<file path="src/design/dmt_pkg.sv">
`timescale 1ns / 1ps
// Shared types, constants and helper functions of the dirty rectangle merge table.
// Used by dmt_rect_mem, dmt_geom_unit and dirty_rect_merge_table_core; depends on nothing.
package dmt_pkg;

   localparam int MAX_ENTRIES = 8;
   localparam int COORD_BITS  = 10;
   localparam int IN_BITS     = 12;
   localparam int DIM_BITS    = 11;
   localparam int GAP_BITS    = 8;
   localparam int STATUS_BITS = 3;
   localparam int INDEX_BITS  = 3;
   localparam int USED_BITS   = 4;
   localparam int OP_BITS     = 2;

   localparam int IDX_BITS  = (MAX_ENTRIES > 1) ? $clog2(MAX_ENTRIES) : 1;
   localparam int CNT_BITS  = $clog2(MAX_ENTRIES + 1);
   localparam int BOX_BITS  = (COORD_BITS + 1 > IN_BITS) ? COORD_BITS + 1 : IN_BITS;
   localparam int AREA_BITS = 2 * (COORD_BITS + 1);

   localparam int REQ_DATA_BITS = 4 * IN_BITS;
   localparam int RSP_FIELD_BITS = INDEX_BITS + 4 * COORD_BITS + USED_BITS;
   localparam int RSP_DATA_BITS = ((RSP_FIELD_BITS + 7) / 8) * 8;

   localparam int CSR_ADDR_BITS = 4;
   localparam int CSR_DATA_BITS = 32;

   localparam logic [DIM_BITS-1:0] SCREEN_WIDTH_RESET  = DIM_BITS'(412);
   localparam logic [DIM_BITS-1:0] SCREEN_HEIGHT_RESET = DIM_BITS'(412);
   localparam logic [GAP_BITS-1:0] MERGE_GAP_RESET     = GAP_BITS'(8);

   typedef enum logic [1:0] {
      REG_SCREEN_WIDTH  = 2'd0,
      REG_SCREEN_HEIGHT = 2'd1,
      REG_MERGE_GAP     = 2'd2
   } reg_index_type;

   typedef enum logic [OP_BITS-1:0] {
      OP_CLEAR = 2'd0,
      OP_ADD   = 2'd1,
      OP_DUMP  = 2'd2
   } op_type;

   typedef enum logic [STATUS_BITS-1:0] {
      ST_REJECTED = 3'd0,
      ST_MERGED   = 3'd1,
      ST_APPENDED = 3'd2,
      ST_FORCED   = 3'd3,
      ST_CLEARED  = 3'd4,
      ST_ENTRY    = 3'd5,
      ST_EMPTY    = 3'd6
   } status_type;

   typedef enum logic [1:0] {
      GEOM_CLIP,
      GEOM_GROW_CLIP,
      GEOM_NEAR,
      GEOM_AREA
   } geom_op_type;

   typedef enum logic [4:0] {
      S_IDLE,
      S_CLEAR,
      S_DUMP_START,
      S_DUMP_RD,
      S_DUMP_OUT,
      S_ADD_CHECK,
      S_ADD_CLIP,
      S_SCAN_RD,
      S_SCAN_OP,
      S_SCAN_CHK,
      S_MERGE_OP,
      S_MERGE_WR,
      S_APPEND,
      S_AREA_RD,
      S_AREA_OP,
      S_AREA_CHK,
      S_BEST_RD,
      S_BEST_OP,
      S_FORCE_WR
   } state_type;

   // Stored entry: clipped, so every corner is a plain screen coordinate.
   typedef struct packed {
      logic [COORD_BITS-1:0] y2;
      logic [COORD_BITS-1:0] x2;
      logic [COORD_BITS-1:0] y1;
      logic [COORD_BITS-1:0] x1;
   } rect_type;

   // Working rectangle with signed corners wide enough for raw input and entries.
   typedef struct packed {
      logic signed [BOX_BITS-1:0] y2;
      logic signed [BOX_BITS-1:0] x2;
      logic signed [BOX_BITS-1:0] y1;
      logic signed [BOX_BITS-1:0] x1;
   } box_type;

   typedef struct packed {
      logic                we;
      logic [IDX_BITS-1:0] waddr;
      logic [IDX_BITS-1:0] raddr;
      rect_type            wdata;
   } mem_req_type;

   typedef struct packed {
      geom_op_type           op;
      rect_type              ent;
      box_type               cand;
      logic [COORD_BITS-1:0] x_max;
      logic [COORD_BITS-1:0] y_max;
      logic [GAP_BITS-1:0]   gap;
   } geom_cmd_type;

   typedef struct packed {
      rect_type             rect;
      logic                 hit;
      logic [AREA_BITS-1:0] area;
   } geom_result_type;

   typedef struct packed {
      status_type            status;
      logic [INDEX_BITS-1:0] index;
      rect_type              rect;
      logic [USED_BITS-1:0]  used;
      logic                  last;
   } rsp_item_type;

   // Largest usable coordinate for a screen dimension: 0 acts as 1, and
   // anything above the coordinate range acts as the full range.
   function automatic logic [COORD_BITS-1:0] dim_to_max(input logic [DIM_BITS-1:0] dim);
      logic [COORD_BITS-1:0] res;
      if (dim == '0) begin
         res = '0;
      end else if (32'(dim) > (32'd1 << COORD_BITS)) begin
         res = '1;
      end else begin
         res = COORD_BITS'(dim - DIM_BITS'(1));
      end
      return res;
   endfunction

   function automatic logic [COORD_BITS-1:0] clamp_coord(
      input logic signed [BOX_BITS-1:0] v,
      input logic [COORD_BITS-1:0]      hi
   );
      logic signed [BOX_BITS-1:0] hi_s;
      logic [COORD_BITS-1:0]      res;
      hi_s = BOX_BITS'(hi);
      if (v < 0) begin
         res = '0;
      end else if (v > hi_s) begin
         res = hi;
      end else begin
         res = v[COORD_BITS-1:0];
      end
      return res;
   endfunction

   function automatic box_type rect_to_box(input rect_type r);
      box_type b;
      b.x1 = BOX_BITS'(r.x1);
      b.y1 = BOX_BITS'(r.y1);
      b.x2 = BOX_BITS'(r.x2);
      b.y2 = BOX_BITS'(r.y2);
      return b;
   endfunction

endpackage

</file>
<file path="src/design/dmt_rect_mem.sv">
`timescale 1ns / 1ps
// Rectangle store of the merge table: one write port and one registered read port.
// Depends on dmt_pkg for the entry and request types.
module dmt_rect_mem (
   input  logic                 clock,
   input  dmt_pkg::mem_req_type mem_req,
   output dmt_pkg::rect_type    rd_data_ff
);
   import dmt_pkg::*;

   rect_type mem_ff [MAX_ENTRIES];

   always_ff @(posedge clock) begin
      if (mem_req.we) begin
         mem_ff[mem_req.waddr] <= mem_req.wdata;
      end
      rd_data_ff <= mem_ff[mem_req.raddr];
   end

endmodule

</file>
<file path="src/design/dmt_geom_unit.sv">
`timescale 1ns / 1ps
// Shared rectangle unit: clip, grow and clip, proximity test, or pixel count,
// one operation per cycle with a registered result. Depends on dmt_pkg.
module dmt_geom_unit (
   input  logic                     clock,
   input  dmt_pkg::geom_cmd_type    cmd,
   output dmt_pkg::geom_result_type result_ff
);
   import dmt_pkg::*;

   box_type                ent_box;
   box_type                src;
   logic [COORD_BITS-1:0]  x1_cl;
   logic [COORD_BITS-1:0]  x2_cl;
   logic [COORD_BITS-1:0]  x2_up;
   rect_type               clipped;
   rect_type               cand_rect;
   logic [COORD_BITS:0]    gap_ext;
   logic                   hit;
   logic [COORD_BITS:0]    width;
   logic [COORD_BITS:0]    height;
   geom_result_type        result_in;

   always_comb begin
      ent_box = rect_to_box(cmd.ent);
      src     = cmd.cand;
      if (cmd.op == GEOM_GROW_CLIP) begin
         src = ent_box;
         if (cmd.cand.x1 < ent_box.x1) src.x1 = cmd.cand.x1;
         if (cmd.cand.y1 < ent_box.y1) src.y1 = cmd.cand.y1;
         if (cmd.cand.x2 > ent_box.x2) src.x2 = cmd.cand.x2;
         if (cmd.cand.y2 > ent_box.y2) src.y2 = cmd.cand.y2;
      end

      // Clamp to the screen, then widen x to 4-pixel alignment.
      x1_cl      = clamp_coord(src.x1, cmd.x_max);
      x2_cl      = clamp_coord(src.x2, cmd.x_max);
      x2_up      = {x2_cl[COORD_BITS-1:2], 2'b11};
      clipped.x1 = {x1_cl[COORD_BITS-1:2], 2'b00};
      clipped.y1 = clamp_coord(src.y1, cmd.y_max);
      clipped.x2 = (x2_up > cmd.x_max) ? cmd.x_max : x2_up;
      clipped.y2 = clamp_coord(src.y2, cmd.y_max);

      // Candidate is already clipped when it is tested, so its low bits are the coordinate.
      cand_rect.x1 = cmd.cand.x1[COORD_BITS-1:0];
      cand_rect.y1 = cmd.cand.y1[COORD_BITS-1:0];
      cand_rect.x2 = cmd.cand.x2[COORD_BITS-1:0];
      cand_rect.y2 = cmd.cand.y2[COORD_BITS-1:0];
      gap_ext      = (COORD_BITS + 1)'(cmd.gap);
      hit = ({1'b0, cmd.ent.x1} <= {1'b0, cand_rect.x2} + gap_ext) &&
            ({1'b0, cmd.ent.x2} + gap_ext >= {1'b0, cand_rect.x1}) &&
            ({1'b0, cmd.ent.y1} <= {1'b0, cand_rect.y2} + gap_ext) &&
            ({1'b0, cmd.ent.y2} + gap_ext >= {1'b0, cand_rect.y1});

      width  = {1'b0, cmd.ent.x2} - {1'b0, cmd.ent.x1} + (COORD_BITS + 1)'(1);
      height = {1'b0, cmd.ent.y2} - {1'b0, cmd.ent.y1} + (COORD_BITS + 1)'(1);

      result_in = '0;
      case (cmd.op) inside
         GEOM_CLIP, GEOM_GROW_CLIP: result_in.rect = clipped;
         GEOM_NEAR:                 result_in.hit  = hit;
         GEOM_AREA:                 result_in.area = AREA_BITS'(width) * AREA_BITS'(height);
         default:                   result_in      = '0;
      endcase
   end

   always_ff @(posedge clock) begin
      result_ff <= result_in;
   end

endmodule

</file>
<file path="src/design/dirty_rect_merge_table_core.sv">
`timescale 1ns / 1ps
// Top level of the dirty rectangle merge table: sequencer, entry count, CSRs and
// result register. Depends on dmt_pkg, dmt_rect_mem and dmt_geom_unit.
//
//   Channel | Direction | Handshake          | Payload
//   req     | in        | tvalid / tready    | tuser operation, tdata rectangle corners
//   rsp     | out       | tvalid / tready    | tuser status, tdata entry fields, tlast
//   csr     | in/out    | psel/penable/pready| APB registers at 0x0, 0x4, 0x8
//
// The block takes one item at a time and is ready only when its sequencer is idle.
// A valid add clips the rectangle, then scans the stored entries in index order and
// merges into the first one near enough, else appends. A forced merge on a full
// table scans every entry, then reckons the area of each, then grows the smallest.
// A dump reads and emits the entries in turn. Every entry visit costs one memory
// read, one pass through the shared geometry unit and one decision step.
// Reset clears the entry count, the CSRs and the sequencer; the rectangle store
// is not cleared, since entries at or beyond the count are never read.
// A stalled result holds the sequencer in its emitting state; the next item is
// accepted as soon as the sequencer returns to idle, even if the last result waits.
module dirty_rect_merge_table_core (
   input  logic                               clock,
   input  logic                               reset,
   // Input item.
   input  logic                               req_tvalid,
   output logic                               req_tready,
   input  logic [dmt_pkg::REQ_DATA_BITS-1:0]  req_tdata,  // in_x1, in_y1, in_x2, in_y2
   input  logic [dmt_pkg::OP_BITS-1:0]        req_tuser,  // operation
   // Result item.
   output logic                               rsp_tvalid,
   input  logic                               rsp_tready,
   output logic [dmt_pkg::RSP_DATA_BITS-1:0]  rsp_tdata,  // entry_index, out_x1, out_y1,
                                                          // out_x2, out_y2, entries_used
   output logic [dmt_pkg::STATUS_BITS-1:0]    rsp_tuser,  // status
   output logic                               rsp_tlast,
   // Configuration registers.
   input  logic                               csr_psel,
   input  logic                               csr_penable,
   input  logic                               csr_pwrite,
   input  logic [dmt_pkg::CSR_ADDR_BITS-1:0]  csr_paddr,
   input  logic [dmt_pkg::CSR_DATA_BITS-1:0]  csr_pwdata,
   output logic [dmt_pkg::CSR_DATA_BITS-1:0]  csr_prdata,
   output logic                               csr_pready
);
   import dmt_pkg::*;

   // Sequencer and datapath registers.
   state_type              state_ff, state_in;
   logic [IDX_BITS-1:0]    idx_ff, idx_in;
   logic [IDX_BITS-1:0]    best_idx_ff, best_idx_in;
   logic [AREA_BITS-1:0]   best_area_ff, best_area_in;
   box_type                cand_ff, cand_in;
   logic [CNT_BITS-1:0]    count_ff, count_in;

   // Configuration registers.
   logic [DIM_BITS-1:0]    width_ff;
   logic [DIM_BITS-1:0]    height_ff;
   logic [GAP_BITS-1:0]    gap_ff;

   // Result register.
   logic                   rsp_valid_ff;
   rsp_item_type           rsp_item_ff;

   // Interconnect.
   mem_req_type            mem_req;
   rect_type               rd_data;
   geom_cmd_type           geom_cmd;
   geom_result_type        geom_res;
   rsp_item_type           emit_item;
   logic                   emit;
   logic                   out_free;
   logic                   req_fire;
   logic                   csr_write;
   reg_index_type          csr_index;
   logic                   cand_reject;
   logic                   last_idx;
   logic                   table_full;
   state_type              no_hit_state;
   box_type                req_box;

   assign req_fire   = req_tvalid && req_tready;
   assign out_free   = !rsp_valid_ff || rsp_tready;
   assign req_tready = (state_ff == S_IDLE);
   assign table_full = (count_ff >= CNT_BITS'(MAX_ENTRIES));
   assign last_idx   = ((CNT_BITS'(idx_ff) + CNT_BITS'(1)) == count_ff);
   assign cand_reject = (cand_ff.x1 > cand_ff.x2) || (cand_ff.y1 > cand_ff.y2);
   // Without a nearby entry the rectangle is appended, or forced into the smallest one.
   assign no_hit_state = table_full ? S_AREA_RD : S_APPEND;

   // Raw corners, sign extended to the working width.
   assign req_box.x1 = BOX_BITS'($signed(req_tdata[IN_BITS-1:0]));
   assign req_box.y1 = BOX_BITS'($signed(req_tdata[2*IN_BITS-1:IN_BITS]));
   assign req_box.x2 = BOX_BITS'($signed(req_tdata[3*IN_BITS-1:2*IN_BITS]));
   assign req_box.y2 = BOX_BITS'($signed(req_tdata[4*IN_BITS-1:3*IN_BITS]));

   dmt_rect_mem u_rect_mem (
      .clock      (clock),
      .mem_req    (mem_req),
      .rd_data_ff (rd_data)
   );

   dmt_geom_unit u_geom_unit (
      .clock     (clock),
      .cmd       (geom_cmd),
      .result_ff (geom_res)
   );

   // Next state.
   always_comb begin
      state_in = state_ff;
      unique case (state_ff)
         S_IDLE: begin
            if (req_fire) begin
               case (op_type'(req_tuser))
                  OP_CLEAR: state_in = S_CLEAR;
                  OP_ADD:   state_in = S_ADD_CHECK;
                  OP_DUMP:  state_in = S_DUMP_START;
                  default:  state_in = S_IDLE;
               endcase
            end
         end
         S_CLEAR: begin
            if (out_free) state_in = S_IDLE;
         end
         S_DUMP_START: begin
            if (count_ff != '0) begin
               state_in = S_DUMP_RD;
            end else if (out_free) begin
               state_in = S_IDLE;
            end
         end
         S_DUMP_RD: state_in = S_DUMP_OUT;
         S_DUMP_OUT: begin
            if (out_free) state_in = last_idx ? S_IDLE : S_DUMP_RD;
         end
         S_ADD_CHECK: begin
            if (!cand_reject) begin
               state_in = S_ADD_CLIP;
            end else if (out_free) begin
               state_in = S_IDLE;
            end
         end
         S_ADD_CLIP: state_in = (count_ff == '0) ? no_hit_state : S_SCAN_RD;
         S_SCAN_RD:  state_in = S_SCAN_OP;
         S_SCAN_OP:  state_in = S_SCAN_CHK;
         S_SCAN_CHK: begin
            if (geom_res.hit) begin
               state_in = S_MERGE_OP;
            end else if (last_idx) begin
               state_in = no_hit_state;
            end else begin
               state_in = S_SCAN_RD;
            end
         end
         S_MERGE_OP: state_in = S_MERGE_WR;
         S_MERGE_WR: begin
            if (out_free) state_in = S_IDLE;
         end
         S_APPEND: begin
            if (out_free) state_in = S_IDLE;
         end
         S_AREA_RD: state_in = S_AREA_OP;
         S_AREA_OP: state_in = S_AREA_CHK;
         S_AREA_CHK: begin
            state_in = (idx_ff == IDX_BITS'(MAX_ENTRIES - 1)) ? S_BEST_RD : S_AREA_RD;
         end
         S_BEST_RD: state_in = S_BEST_OP;
         S_BEST_OP: state_in = S_FORCE_WR;
         S_FORCE_WR: begin
            if (out_free) state_in = S_IDLE;
         end
         default: state_in = S_IDLE;
      endcase
   end

   // Sequencer outputs: memory port, geometry command, emitted result and
   // datapath register updates.
   always_comb begin
      idx_in       = idx_ff;
      best_idx_in  = best_idx_ff;
      best_area_in = best_area_ff;
      cand_in      = cand_ff;
      count_in     = count_ff;

      mem_req       = '0;
      mem_req.raddr = idx_ff;

      geom_cmd       = '0;
      geom_cmd.op    = GEOM_NEAR;
      geom_cmd.ent   = rd_data;
      geom_cmd.cand  = cand_ff;
      geom_cmd.x_max = dim_to_max(width_ff);
      geom_cmd.y_max = dim_to_max(height_ff);
      geom_cmd.gap   = gap_ff;

      emit           = 1'b0;
      emit_item      = '0;
      emit_item.used = USED_BITS'(count_ff);
      emit_item.last = 1'b1;

      unique case (state_ff)
         S_IDLE: begin
            if (req_fire) cand_in = req_box;
         end
         S_CLEAR: begin
            emit_item.status = ST_CLEARED;
            emit_item.used   = '0;
            if (out_free) begin
               emit     = 1'b1;
               count_in = '0;
            end
         end
         S_DUMP_START: begin
            idx_in           = '0;
            emit_item.status = ST_EMPTY;
            emit             = (count_ff == '0) && out_free;
         end
         S_DUMP_RD: begin
         end
         S_DUMP_OUT: begin
            emit_item.status = ST_ENTRY;
            emit_item.index  = INDEX_BITS'(idx_ff);
            emit_item.rect   = rd_data;
            emit_item.last   = last_idx;
            if (out_free) begin
               emit   = 1'b1;
               idx_in = idx_ff + IDX_BITS'(1);
            end
         end
         S_ADD_CHECK: begin
            geom_cmd.op      = GEOM_CLIP;
            emit_item.status = ST_REJECTED;
            emit             = cand_reject && out_free;
         end
         S_ADD_CLIP: begin
            cand_in      = rect_to_box(geom_res.rect);
            idx_in       = '0;
            best_area_in = '1;
            best_idx_in  = '0;
         end
         S_SCAN_RD: begin
         end
         S_SCAN_OP: begin
         end
         S_SCAN_CHK: begin
            if (!geom_res.hit) begin
               idx_in = last_idx ? '0 : idx_ff + IDX_BITS'(1);
            end
         end
         S_MERGE_OP: begin
            geom_cmd.op = GEOM_GROW_CLIP;
         end
         S_MERGE_WR: begin
            geom_cmd.op      = GEOM_GROW_CLIP;
            emit_item.status = ST_MERGED;
            emit_item.index  = INDEX_BITS'(idx_ff);
            emit_item.rect   = geom_res.rect;
            mem_req.waddr    = idx_ff;
            mem_req.wdata    = geom_res.rect;
            if (out_free) begin
               emit       = 1'b1;
               mem_req.we = 1'b1;
            end
         end
         S_APPEND: begin
            emit_item.status = ST_APPENDED;
            emit_item.index  = INDEX_BITS'(count_ff);
            emit_item.rect   = geom_res.rect;
            emit_item.used   = USED_BITS'(count_ff + CNT_BITS'(1));
            mem_req.waddr    = count_ff[IDX_BITS-1:0];
            mem_req.wdata.x1 = cand_ff.x1[COORD_BITS-1:0];
            mem_req.wdata.y1 = cand_ff.y1[COORD_BITS-1:0];
            mem_req.wdata.x2 = cand_ff.x2[COORD_BITS-1:0];
            mem_req.wdata.y2 = cand_ff.y2[COORD_BITS-1:0];
            emit_item.rect   = mem_req.wdata;
            if (out_free) begin
               emit       = 1'b1;
               mem_req.we = 1'b1;
               count_in   = count_ff + CNT_BITS'(1);
            end
         end
         S_AREA_RD: begin
         end
         S_AREA_OP: begin
            geom_cmd.op = GEOM_AREA;
         end
         S_AREA_CHK: begin
            // Strictly smaller wins, so the lowest index keeps a tie.
            if (geom_res.area < best_area_ff) begin
               best_area_in = geom_res.area;
               best_idx_in  = idx_ff;
            end
            idx_in = idx_ff + IDX_BITS'(1);
         end
         S_BEST_RD: begin
            mem_req.raddr = best_idx_ff;
         end
         S_BEST_OP: begin
            mem_req.raddr = best_idx_ff;
            geom_cmd.op   = GEOM_GROW_CLIP;
         end
         S_FORCE_WR: begin
            mem_req.raddr    = best_idx_ff;
            geom_cmd.op      = GEOM_GROW_CLIP;
            emit_item.status = ST_FORCED;
            emit_item.index  = INDEX_BITS'(best_idx_ff);
            emit_item.rect   = geom_res.rect;
            mem_req.waddr    = best_idx_ff;
            mem_req.wdata    = geom_res.rect;
            if (out_free) begin
               emit       = 1'b1;
               mem_req.we = 1'b1;
            end
         end
         default: begin
         end
      endcase
   end

   always_ff @(posedge clock) begin
      if (reset) begin
         state_ff     <= S_IDLE;
         count_ff     <= '0;
         rsp_valid_ff <= 1'b0;
      end else begin
         state_ff <= state_in;
         count_ff <= count_in;
         if (emit) begin
            rsp_valid_ff <= 1'b1;
         end else if (rsp_tready) begin
            rsp_valid_ff <= 1'b0;
         end
      end
   end

   always_ff @(posedge clock) begin
      idx_ff       <= idx_in;
      best_idx_ff  <= best_idx_in;
      best_area_ff <= best_area_in;
      cand_ff      <= cand_in;
      if (emit) rsp_item_ff <= emit_item;
   end

   // Result channel.
   assign rsp_tvalid = rsp_valid_ff;
   assign rsp_tuser  = rsp_item_ff.status;
   assign rsp_tlast  = rsp_item_ff.last;
   assign rsp_tdata  = RSP_DATA_BITS'({rsp_item_ff.used,
                                       rsp_item_ff.rect.y2, rsp_item_ff.rect.x2,
                                       rsp_item_ff.rect.y1, rsp_item_ff.rect.x1,
                                       rsp_item_ff.index});

   // Configuration registers. Writes to addresses past the list are dropped.
   assign csr_pready = 1'b1;
   assign csr_write  = csr_psel && csr_penable && csr_pwrite && csr_pready;
   assign csr_index  = reg_index_type'(csr_paddr[3:2]);

   always_ff @(posedge clock) begin
      if (reset) begin
         width_ff  <= SCREEN_WIDTH_RESET;
         height_ff <= SCREEN_HEIGHT_RESET;
         gap_ff    <= MERGE_GAP_RESET;
      end else if (csr_write) begin
         unique case (csr_index)
            REG_SCREEN_WIDTH:  width_ff  <= csr_pwdata[DIM_BITS-1:0];
            REG_SCREEN_HEIGHT: height_ff <= csr_pwdata[DIM_BITS-1:0];
            REG_MERGE_GAP:     gap_ff    <= csr_pwdata[GAP_BITS-1:0];
            default: begin
            end
         endcase
      end
   end

   always_comb begin
      unique case (csr_index)
         REG_SCREEN_WIDTH:  csr_prdata = CSR_DATA_BITS'(width_ff);
         REG_SCREEN_HEIGHT: csr_prdata = CSR_DATA_BITS'(height_ff);
         REG_MERGE_GAP:     csr_prdata = CSR_DATA_BITS'(gap_ff);
         default:           csr_prdata = '0;
      endcase
   end

   // The entry count never passes the table size.
   a_count_bound: assert property (@(posedge clock) disable iff (reset)
      count_ff <= CNT_BITS'(MAX_ENTRIES))
      else $error("entry count above table size");

   // A clear result always reports an empty table.
   a_clear_empty: assert property (@(posedge clock) disable iff (reset)
      rsp_valid_ff && (rsp_item_ff.status == ST_CLEARED) |-> rsp_item_ff.used == '0)
      else $error("clear result reports entries");

   // Only a dump gives more than one result per item.
   a_last_only_dump: assert property (@(posedge clock) disable iff (reset)
      rsp_valid_ff && !rsp_item_ff.last |-> rsp_item_ff.status == ST_ENTRY)
      else $error("non-final result outside a dump");

   // A forced merge happens only on a full table.
   a_forced_full: assert property (@(posedge clock) disable iff (reset)
      rsp_valid_ff && (rsp_item_ff.status == ST_FORCED)
      |-> rsp_item_ff.used == USED_BITS'(MAX_ENTRIES))
      else $error("forced merge with room left");

   // An append grows the count by exactly one.
   a_append_count: assert property (@(posedge clock) disable iff (reset)
      emit && (emit_item.status == ST_APPENDED)
      |=> count_ff == $past(count_ff) + CNT_BITS'(1))
      else $error("append did not grow the table by one");

endmodule

</file>
<file path="config.mk">
export PLATFORM = sky130hd
export DESIGN_NAME = dirty_rect_merge_table_core
export DESIGN_NICKNAME = d
export VERILOG_FILES = /design/src/design/dmt_pkg.sv /design/src/design/dmt_rect_mem.sv /design/src/design/dmt_geom_unit.sv /design/src/design/dirty_rect_merge_table_core.sv
export SDC_FILE = /design/constraint.sdc
export NUM_CORES = 1
export LEC_CHECK = 0
export ABC_AREA = 0
export BUFFER_PORTS_ARGS = -buffer_cell sky130_fd_sc_hd__buf_4
export CAP_MARGIN = 20
export CORE_MARGIN = 4
export CORE_UTILIZATION = 40
export CTS_BUF_LIST = sky130_fd_sc_hd__clkbuf_4 sky130_fd_sc_hd__clkbuf_8 sky130_fd_sc_hd__clkbuf_16
export DETAILED_ROUTE_END_ITERATION = 16
export GPL_TIMING_DRIVEN = 1
export SYNTH_ARGS = -nofsm -noshare
export SYNTH_HDL_FRONTEND = slang
export SYNTH_SLANG_ARGS = --single-unit
</file>
<file path="constraint.sdc">
create_clock -name clock -period 7.1 [get_ports clock]
set_input_delay 0 -clock clock [delete_from_list [all_inputs] [get_ports clock]]
set_output_delay 0 -clock clock [all_outputs]
set_load 0.02 [all_outputs]
</file>
Word level (Yosys, flattened, before mapping)
Memory sizes are Yosys's and may differ from the RTL's. A register that Yosys moved wholly into a read port is not among the register bits.
Index checks and enable logic that the tools add are counted.
{"block": "word_totals", "output_inout_bits": 87, "memories": 1, "ram_bits": 320, "in_bits": 93, "elab_cells": 201, "reg_bits": 230}
{"block": "classes", "eq_ne": 33, "addsub": 13, "multipliers": 1, "n_lt_le_gt_ge": 23, "bitwise_logic": 3, "reduce_logical": 44, "n_mux": 55}
{"memory": "u_rect_mem.mem_ff", "words": 8, "width": 40, "rd": 1, "rd_ports_with_merged_regs": 1, "wr": 1, "line": "dmt_rect_mem.sv:11", "text": "rect_type mem_ff [MAX_ENTRIES];"}
{"operator": "$pmux W43 S4", "count": 1}
{"operator": "$mux W10", "count": 10}
{"operator": "$mux W48", "count": 2}
{"operator": "$pmux W48 S2", "count": 1}
{"operator": "$pmux W40 S2", "count": 1}
{"operator": "$pmux W5 S16", "count": 1}
{"operator": "$gt A12 B11 Y1", "count": 6}
{"operator": "$lt A12 B1 Y1 const B", "count": 4}
{"operator": "$mux W12", "count": 4}
{"operator": "$add A10 B8 Y11", "count": 4}
{"operator": "$pmux W22 S2", "count": 1}
{"operator": "$eq A5 B4 Y1 const B", "count": 8}
{"operator": "$pmux W11 S3", "count": 1}
{"operator": "$mux W5", "count": 6}
{"operator": "$gt A12 B12 Y1", "count": 2}
{"operator": "$lt A12 B11 Y1", "count": 2}
{"operator": "$add A11 B1 Y11 const B", "count": 2}
{"operator": "$ge A11 B10 Y1", "count": 2}
{"operator": "$gt A11 B11 Y1 const B", "count": 2}
{"operator": "$le A10 B11 Y1", "count": 2}
{"operator": "$logic_not A11 Y1", "count": 2}
{"operator": "$lt A22 B22 Y1", "count": 1}
{"operator": "$mul A11 B11 Y22", "count": 1}
{"operator": "$mux W22", "count": 1}
{"operator": "44 further kinds", "count": 105}

Longest topological paths before layout
Gate-level depths: netlist of run 1.
{"block": "depth", "word_depth": 10, "depth_mapped": 31}

Hierarchy
A second synthesis of run 1 with hierarchy kept.
{"block": "hier_totals", "hier_cells": 2923, "area_unflattened_um2": 34833.4}
{"module": "dmt_rect_mem", "area_per_inst_um2": 13171.4, "instances": 1, "cells_per_inst": 515, "seq_area_each_um2": 10410.0}
{"module": "dmt_geom_unit", "area_per_inst_um2": 11867.6, "instances": 1, "cells_per_inst": 1446, "seq_area_each_um2": 1221.2}
{"module": "dirty_rect_merge_table_core", "area_per_inst_um2": 9794.4, "instances": 1, "cells_per_inst": 962, "seq_area_each_um2": 4614.4}

Worst setup path after synthesis of run 1
Ideal clock, no wire load.
{"block": "synth_path", "kind": "reg2reg", "startpoint": "reg, netlist name u_rect_mem.rd_data_ff[31]", "endpoint": "reg u_geom_unit.result_ff[19] in the netlist's numbering", "arrival_time_ns": 6.719, "path_stages_with_launch": 32, "setup_slack_ns": 0.258, "setup_time_ns": 0.124, "synth_period_minus_slack_ns": 6.842, "path_cell_list": "dfxtp_1 > inv_1 > ha_1 > inv_1 > ha_1 > inv_1 > fa_1 > nor2b_1 > o21ai_0 > a21boi_0 > o21ai_0 > a21oi_1 > xnor2_1 > clkbuf_1 > nor2_1 > fa_1 > inv_1 > fa_1 > inv_1 > fa_1 > fa_1 > inv_1 > fa_1 > inv_1 > ha_1 > nand2_1 > o21ai_0 > a21o_1 > a21o_1 > a21oi_1 > mux2i_1 > nand3_1"}
{"block": "synth_via", "elab_chain_cells": 3}
{"element": "$sub A10 B10 Y11", "line": "dmt_geom_unit.sv:56", "text": "height = {1'b0, cmd.ent.y2} - {1'b0, cmd.ent.y1} + (COORD_BITS + 1)'(1);"}
{"element": "$add A11 B1 Y11", "line": "dmt_geom_unit.sv:56"}
{"element": "$mul A11 B11 Y22", "line": "dmt_geom_unit.sv:62", "text": "GEOM_AREA: result_in.area = AREA_BITS'(width) * AREA_BITS'(height);"}
{"element": "end signal, assigned", "line": "dmt_geom_unit.sv:68", "text": "result_ff <= result_in;"}
{"element": "end, declared", "line": "dmt_geom_unit.sv:7", "text": "output dmt_pkg::geom_result_type result_ff"}
No other way between the ends.
A chain may end at the register's enable or synchronous reset.

Worst setup path in the final report of run 1
{"block": "layout_path", "startpoint": "reg, netlist name u_rect_mem.rd_data_ff[31]", "endpoint": "reg u_geom_unit.result_ff[21] in the netlist's numbering"}
{"block": "layout_via", "elab_chain_cells": 3}
{"element": "$sub A10 B10 Y11", "line": "dmt_geom_unit.sv:56"}
{"element": "$add A11 B1 Y11", "line": "dmt_geom_unit.sv:56"}
{"element": "$mul A11 B11 Y22", "line": "dmt_geom_unit.sv:62"}
No other way between the ends.

==> flow_summary.toml, run 1 <==
[run_status]
status = "finished with violations"
violations = "negative hold slack"

[yosys]
syn_inst = 3094
synthFlopType = "edfxtp_1"
ys_seq_area_frac = 0.469
synth_cell_types = 91
async_reset_ff_frac = 0
synth-seq-cells = 588
synth_edf_count = 447
synth_area_per_cell_um2 = 11.2
syn-cell-area_um2 = 34600
yosys_warnings = 0

[grt]
grt_usage = 0.220
antenna_found_initial = 1
grt_max_degree = 81
grt-ovfl-total = 0
grt_pass1_wl_um = 151000
first_global_vias = 24038

[timing]
fmax_mhz = 148
tightest_slew_ns = 1.10
worst_slack_ns = 0.350
drv_slew = 0
finalCritPeriodShare = 0.951
relSlewSlack = 0.257
skew_ns = 0.0290
setup_viol = 0
holdWs_ns = -0.0261
period_minus_slack_ns = 6.75
hold_viol_final = 1

[worst_setup_path]
path_delay_family = "adder cells"
slowest_stage = "fa_1"
required_ns = 7.63
critical_path_arrival_ns = 7.28
path_buf_inv = 8
path_max_fanout = 5
crit_path_frequent_cell = "inv_1"
cp_num_cells = 31
crit_type = "reg2reg"
rrSetupSlack_ns = 0.35
end_kind = "flip-flop"
cpPeakStageDelay_ns = 0.55
ff2ff_path_depth = 31
timing.rr.start = "u_rect_mem.rd_data_ff[31]"
crit_path_start_kind = "flip-flop"
r2r-end = "u_geom_unit.result_ff[21]"

[floorplanning]
fp.dieArea_um2 = 91400
die_x_um = 302
initial_core_util = 0.405
die_h_um = 302
rows = 107
ios = 180
core_area_um2 = 85500

[hold_path]
hold_end = "width_ff[10]"
worst_hold_path.num_cells = 5
min_from = "csr_pwrite"
hp-class = "in2reg"

[route]
vias = 25122
via_per_inst = 5.48
firstDrtPassIters = 5
drcViolationCount = 0
post_drt_wl_per_cell_um = 22.1
drtIter0Drc = 2223
drt_wl_total_um = 101000
antenna_left = 0

[finish]
final_util = 0.477
num_antenna_cells = 0
drive_above_1_share = 0.168
layout.nets = 3874
area_growth_pct = 17.7

[cts]
cts.sinks = 588
htree_levels = 3
clock_latency_ns = 0.62
path_clk_slew_ns = 0.06
root_buffer = "clkbuf_16"
cts_tree = "yes"
clock_path_buffers = 3
cts_buffers = 68

[place]
pre_cts_ws_ns = -0.137
place.gp.congestion = 0.947
dp_hpwl_um = 73500
io_buffers = 133

[pwr]
peakVddDrop_mv = 0.578
p_leak_nw = 17.2
pwr_density_cell_nw_per_um2 = 301

[flow_run]
drv_cap = 0
==> report_power, final <==
part	internal [mW]	leakage [nW]	switching, mW
combinational	2.09	10.5	2.75
clock	2.20	1.18	1.46
sequential	3.72	5.56	0.0628
total	8.00	17.2	4.26
==> cell usage in the layout, fill, tap and decap left out, drive strengths merged, types with 14 or more instances in the layout <==
cell type,count
or3,34
and2,23
nor3,44
nand2,359
nor2b,30
mux4,80
nand2b,38
o211ai,23
buf,255
nand4,21
mux2i,39
fa,86
or2,14
a31oi,16
mux2,44
o21ai,138
dlygate4sd3,69
nor2,184
clkbuf,100
o22ai,14
inv,340
a21oi,158
clkinv,20
a21o,43
ha,309
nand3,53
o31ai,15
o21a,18
dfxtp,141
a211oi,46
conb,23
xnor2,46
xor2,30
edfxtp,447
==> synth_stat cells (all sizes together) (34+ instances only) <==
master  instances  area (um^2)
a211oi         46          345
a21o           43          323
a21oi         158          791
buf            47          369
clkbuf         82          309
dfxtp         141         2820
edfxtp        447        13400
fa             86         1720
ha            309         3870
inv           336         1260
mux2           44          495
mux2i          39          394
mux4           80         1800
nand2         359         1360
nand2b         38          238
nand3          53          270
nor2          184          693
nor3           44          231
o21ai         138          691
or3            34          218
xnor2          46          410
==> worst max path at each step <==
stage,slack [ns],start,to
after floorplan,0.26,u_rect_mem.rd_data_ff[31],u_geom_unit.result_ff[19]
after global placement,0.05,u_rect_mem.rd_data_ff[31],u_geom_unit.result_ff[19]
after detailed placement,-0.14,u_rect_mem.rd_data_ff[31],u_geom_unit.result_ff[21]
after CTS,0.04,u_rect_mem.rd_data_ff[21],u_geom_unit.result_ff[21]
after global routing,-0.02,u_rect_mem.rd_data_ff[21],u_geom_unit.result_ff[18]
final,0.35,u_rect_mem.rd_data_ff[31],u_geom_unit.result_ff[21]
==> worst min-delay path: cells and delay by family <==
kind,cells,cell delay [ns]
simple gates,3,0.37
buf+inv,1,0.11
compound gates,1,0.05
==> state kept, by name (all words and copies together) (netlist names), 5 cells and up <==
| register | cells |
|---|---|
| width_ff | 11 |
| u_rect_mem.mem_ff | 320 |
| best_area_ff | 22 |
| state_ff | 5 |
| u_geom_unit.result_ff | 61 |
| u_rect_mem.rd_data_ff | 40 |
| rsp_tdata | 47 |
| cand_ff | 48 |
| height_ff | 11 |
| gap_ff | 8 |
==> cells by family (layout without fill, tap and decap cells) <==
kind of cell / Yosys count / count (layout) / share of synthesized area
and+or+nand+nor: 848 / 848 / 0.114
DFF: 588 / 588 / 0.469
AOI/OAI and AO/OA: 554 / 554 / 0.102
buffers and inverters: 465 / 792 / 0.0560
adders and majority gates: 398 / 398 / 0.162
muxes: 163 / 163 / 0.0777
xor gates and xnor gates: 76 / 76 / 0.0194
other: 2 / 23 / 0.000217
==> what timing repair did <==
action | CTS | global route
hold endpoints to repair | 87 | 1
endpoints found under the setup margin | 4 | 9
pin swaps | 0 | 7
resized for setup | 2 | 22
hold buffers | 68 | 1
buffers inserted | 0 | 6
==> through the flow <==
stage | TNS (ns) | instance area [um^2] | power, mW | instances | hold slack [ns]
after floorplan | 0 | 34700 | 7.37 | 3115 | 0.121
after global placement | 0 | 37500 | 8.51 | 4371 | 0.224
after detailed placement | -0.350 | 37500 | 8.53 | 4373 | 0.229
after CTS | 0 | 40500 | 12.3 | 4567 | 0.00968
after global routing | -0.0269 | 40800 | 13.2 | 4586 | 0.0000955
final | 0 | 40800 | 12.3 | 4586 | -0.0261
==> area by class of cell <==
class,instances,area (um^2)
Clock inverter,32,405
Fill cell,7764,44800
Timing Repair Buffer,330,2680
Multi-Input combinational cell,2062,16800
Sequential cell,588,16200
Inverter,336,1260
Tap cell,1144,1430
Clock buffer,94,1980
==> metal layers <==
metal / up-vias / global-route usage / share of wire
li1: 11634 / - / -
met1: 12402 / 0.335 / 0.47
met2: 961 / 0.329 / 0.44
met3: 125 / 0.0347 / 0.079
met4: 0 / 0.0516 / 0.019
met5: - / 0 / 0
(Power assumes the default switching activity.)
==> run 2, diff against run 1 <==
--- a/config.mk
+++ b/config.mk
@@ -13,6 +13,7 @@
 export CTS_BUF_LIST = sky130_fd_sc_hd__clkbuf_4 sky130_fd_sc_hd__clkbuf_8 sky130_fd_sc_hd__clkbuf_16
 export DETAILED_ROUTE_END_ITERATION = 16
 export GPL_TIMING_DRIVEN = 1
+export PLACE_DENSITY_LB_ADDON = 0.1
 export SYNTH_ARGS = -nofsm -noshare
 export SYNTH_HDL_FRONTEND = slang
 export SYNTH_SLANG_ARGS = --single-unit
==> run 2 against run 1 <==
The flow now finishes without violations. Critical endpoint is now u_geom_unit.result_ff[19]. Clock skew up 0.0028 ns. Sequential power about the same. Final cell count grew 0.22%. Count of clock-buffer cells in the layout shrank 7. Register-to-register slack lost 0.02 ns. Global-route usage grew 2.0 points. Combinational power increased by 8.7%.
==> flow_summary.toml, run 2 (same netlist as run 1, synthesis figures left out) <==
[run_status]
status = "complete, no violations"

[grt]
first_global_vias = 25823
antenna_found_initial = 3
grt_pass1_wl_um = 163000
grt_max_degree = 81
grt-ovfl-total = 0
grt_usage = 0.240

[worst_setup_path]
r2r-end = "u_geom_unit.result_ff[19]"
cpPeakStageDelay_ns = 0.56
crit_type = "reg2reg"
end_kind = "flip-flop"
critical_path_arrival_ns = 7.26
path_max_fanout = 6
rrSetupSlack_ns = 0.33
required_ns = 7.59
crit_path_frequent_cell = "fa_1"
timing.rr.start = "u_rect_mem.rd_data_ff[31]"
slowest_stage = "fa_1"
crit_path_start_kind = "flip-flop"
ff2ff_path_depth = 29

[pwr]
p_leak_nw = 17.2
peakVddDrop_mv = 0.614
p_int_mw = 8.20
p_sw_mw = 4.52
power_frac_seq = 0.297
combinationalPowerShare = 0.413
swShare = 0.355
clkPwrFrac = 0.290
pwr_density_cell_nw_per_um2 = 311

[finish]
top_regs = "u_rect_mem.mem_ff (320), u_geom_unit.result_ff (61), cand_ff (48)"
mostFrequentLayoutCells = "edfxtp_1 (447), nand2_1 (357), inv_1 (336)"
largest_reg_flops = 320
area_growth_pct = 17.9
drive_above_1_share = 0.167
final_common_cell = "edfxtp_1"
final_util = 0.477
stdcell_area_um2 = 40800
layout.nets = 3884
regMostFlops = "u_rect_mem.mem_ff"

[route]
drt_wl_total_um = 110000
post_drt_wl_per_cell_um = 23.9
antenna_left = 0
drcViolationCount = 0
firstDrtPassIters = 6
vias = 25240
drtIter0Drc = 1722
via_per_inst = 5.49

[floorplanning]
die_h_um = 302
core_area_um2 = 85500
initial_core_util = 0.405
die_x_um = 302
rows = 107
ios = 180
fp.dieArea_um2 = 91400

[timing]
tightest_slew_ns = 1.11
finalCritPeriodShare = 0.954
fmax_mhz = 148
hold_viol_final = 0
tns_ns = 0
period_minus_slack_ns = 6.77
drv_slew = 0
setup_viol = 0
skew_ns = 0.0318
holdWs_ns = 0.0644
relSlewSlack = 0.253
worst_slack_ns = 0.326

[cts]
path_clk_slew_ns = 0.07
root_buffer = "clkbuf_16"
htree_levels = 3
cts_buffers = 69
clock_latency_ns = 0.62
cts_tree = "yes"
cts.sinks = 588
clock_path_buffers = 3

[hold_path]
hold_end = "gap_ff[1]"
hp-class = "in2reg"
worst_hold_path.num_cells = 5
min_from = "csr_psel"

[flow_run]
drv_cap = 0

[place]
placedInstanceArea_um2 = 37500
pre_cts_ws_ns = -0.183
dp_hpwl_um = 80500
io_buffers = 133
place.gp.congestion = 0.935
[run 2: cell types whose count changed in the layout (fill, tap and decap cells not counted), moves of 3 or more]
cell	delta
buf_2	-5
buf_4	+6
clkbuf_4	-5
clkinv_1	+3
clkinv_2	+4
dlygate4sd3_1	+4
[run 2: routing by layer]
metal	wire length, um	GRT usage
met1	48000	0.323
met2	52400	0.400
met3	6030	0.0387
met4	3490	0.0753
met5	13	0
[run 2: worst max-delay path: cells and delay by family (launching register included)]
family                     cells  cell delay [ns]
buffers and inverters          6             0.46
AOI/OAI and AO/OA              8             1.33
and+or+nand+nor                4             0.39
xor gates and xnor gates       1             0.14
DFF                            1             0.34
muxes                          1             0.22
adders and majority gates      9             3.76
[run 2: worst max-delay path by stage]
stage                     cells after the start                 startpoint  slack (ns)                   endpoint
after floorplan                              31  u_rect_mem.rd_data_ff[31]        0.26  u_geom_unit.result_ff[19]
after global placement                       29  u_rect_mem.rd_data_ff[21]      -0.002  u_geom_unit.result_ff[21]
after detailed placement                     29  u_rect_mem.rd_data_ff[21]       -0.18  u_geom_unit.result_ff[19]
after CTS                                    29  u_rect_mem.rd_data_ff[21]        0.01  u_geom_unit.result_ff[19]
after global routing                         31  u_rect_mem.rd_data_ff[31]       -0.02  u_geom_unit.result_ff[19]
final                                        29  u_rect_mem.rd_data_ff[31]        0.33  u_geom_unit.result_ff[19]
[run 2: area by class of cell]
cell class / count / area (um^2)
clock buffers: 87 / 1950
inverters: 336 / 1260
diodes: 1 / 2.50
fillers: 7833 / 44700
repair buffers: 339 / 2740
flip-flops and latches: 588 / 16200
clock inverters: 39 / 423
multi-input cells: 2062 / 16800
well taps: 1144 / 1430
[run 2: stage by stage]
step | cells | power, mW
after floorplan | 3115 | 7.37
after global placement | 4372 | 8.67
after detailed placement | 4372 | 8.74
after CTS | 4571 | 12.6
after global routing | 4595 | 13.7
final | 4596 | 12.7
[run 2: timing repair]
action / CTS / global route
buffers inserted: 2 / 9
setup endpoints to repair: 5 / 9
pin swaps: 1 / 9
hold endpoints to repair: 88 / 3
resized for setup: 4 / 21
hold buffers: 71 / 2
[run 2: power groups by stage]
stage,registers [mW],logic [mW],clock network [mW]
2_1_floorplan,3.84,3.53,0
3_3_place_gp,3.85,4.82,0
3_5_place_dp,3.85,4.89,0
4_1_cts,3.78,5.02,3.78
5_1_grt,3.78,6.04,3.92
6_report,3.78,5.25,3.69
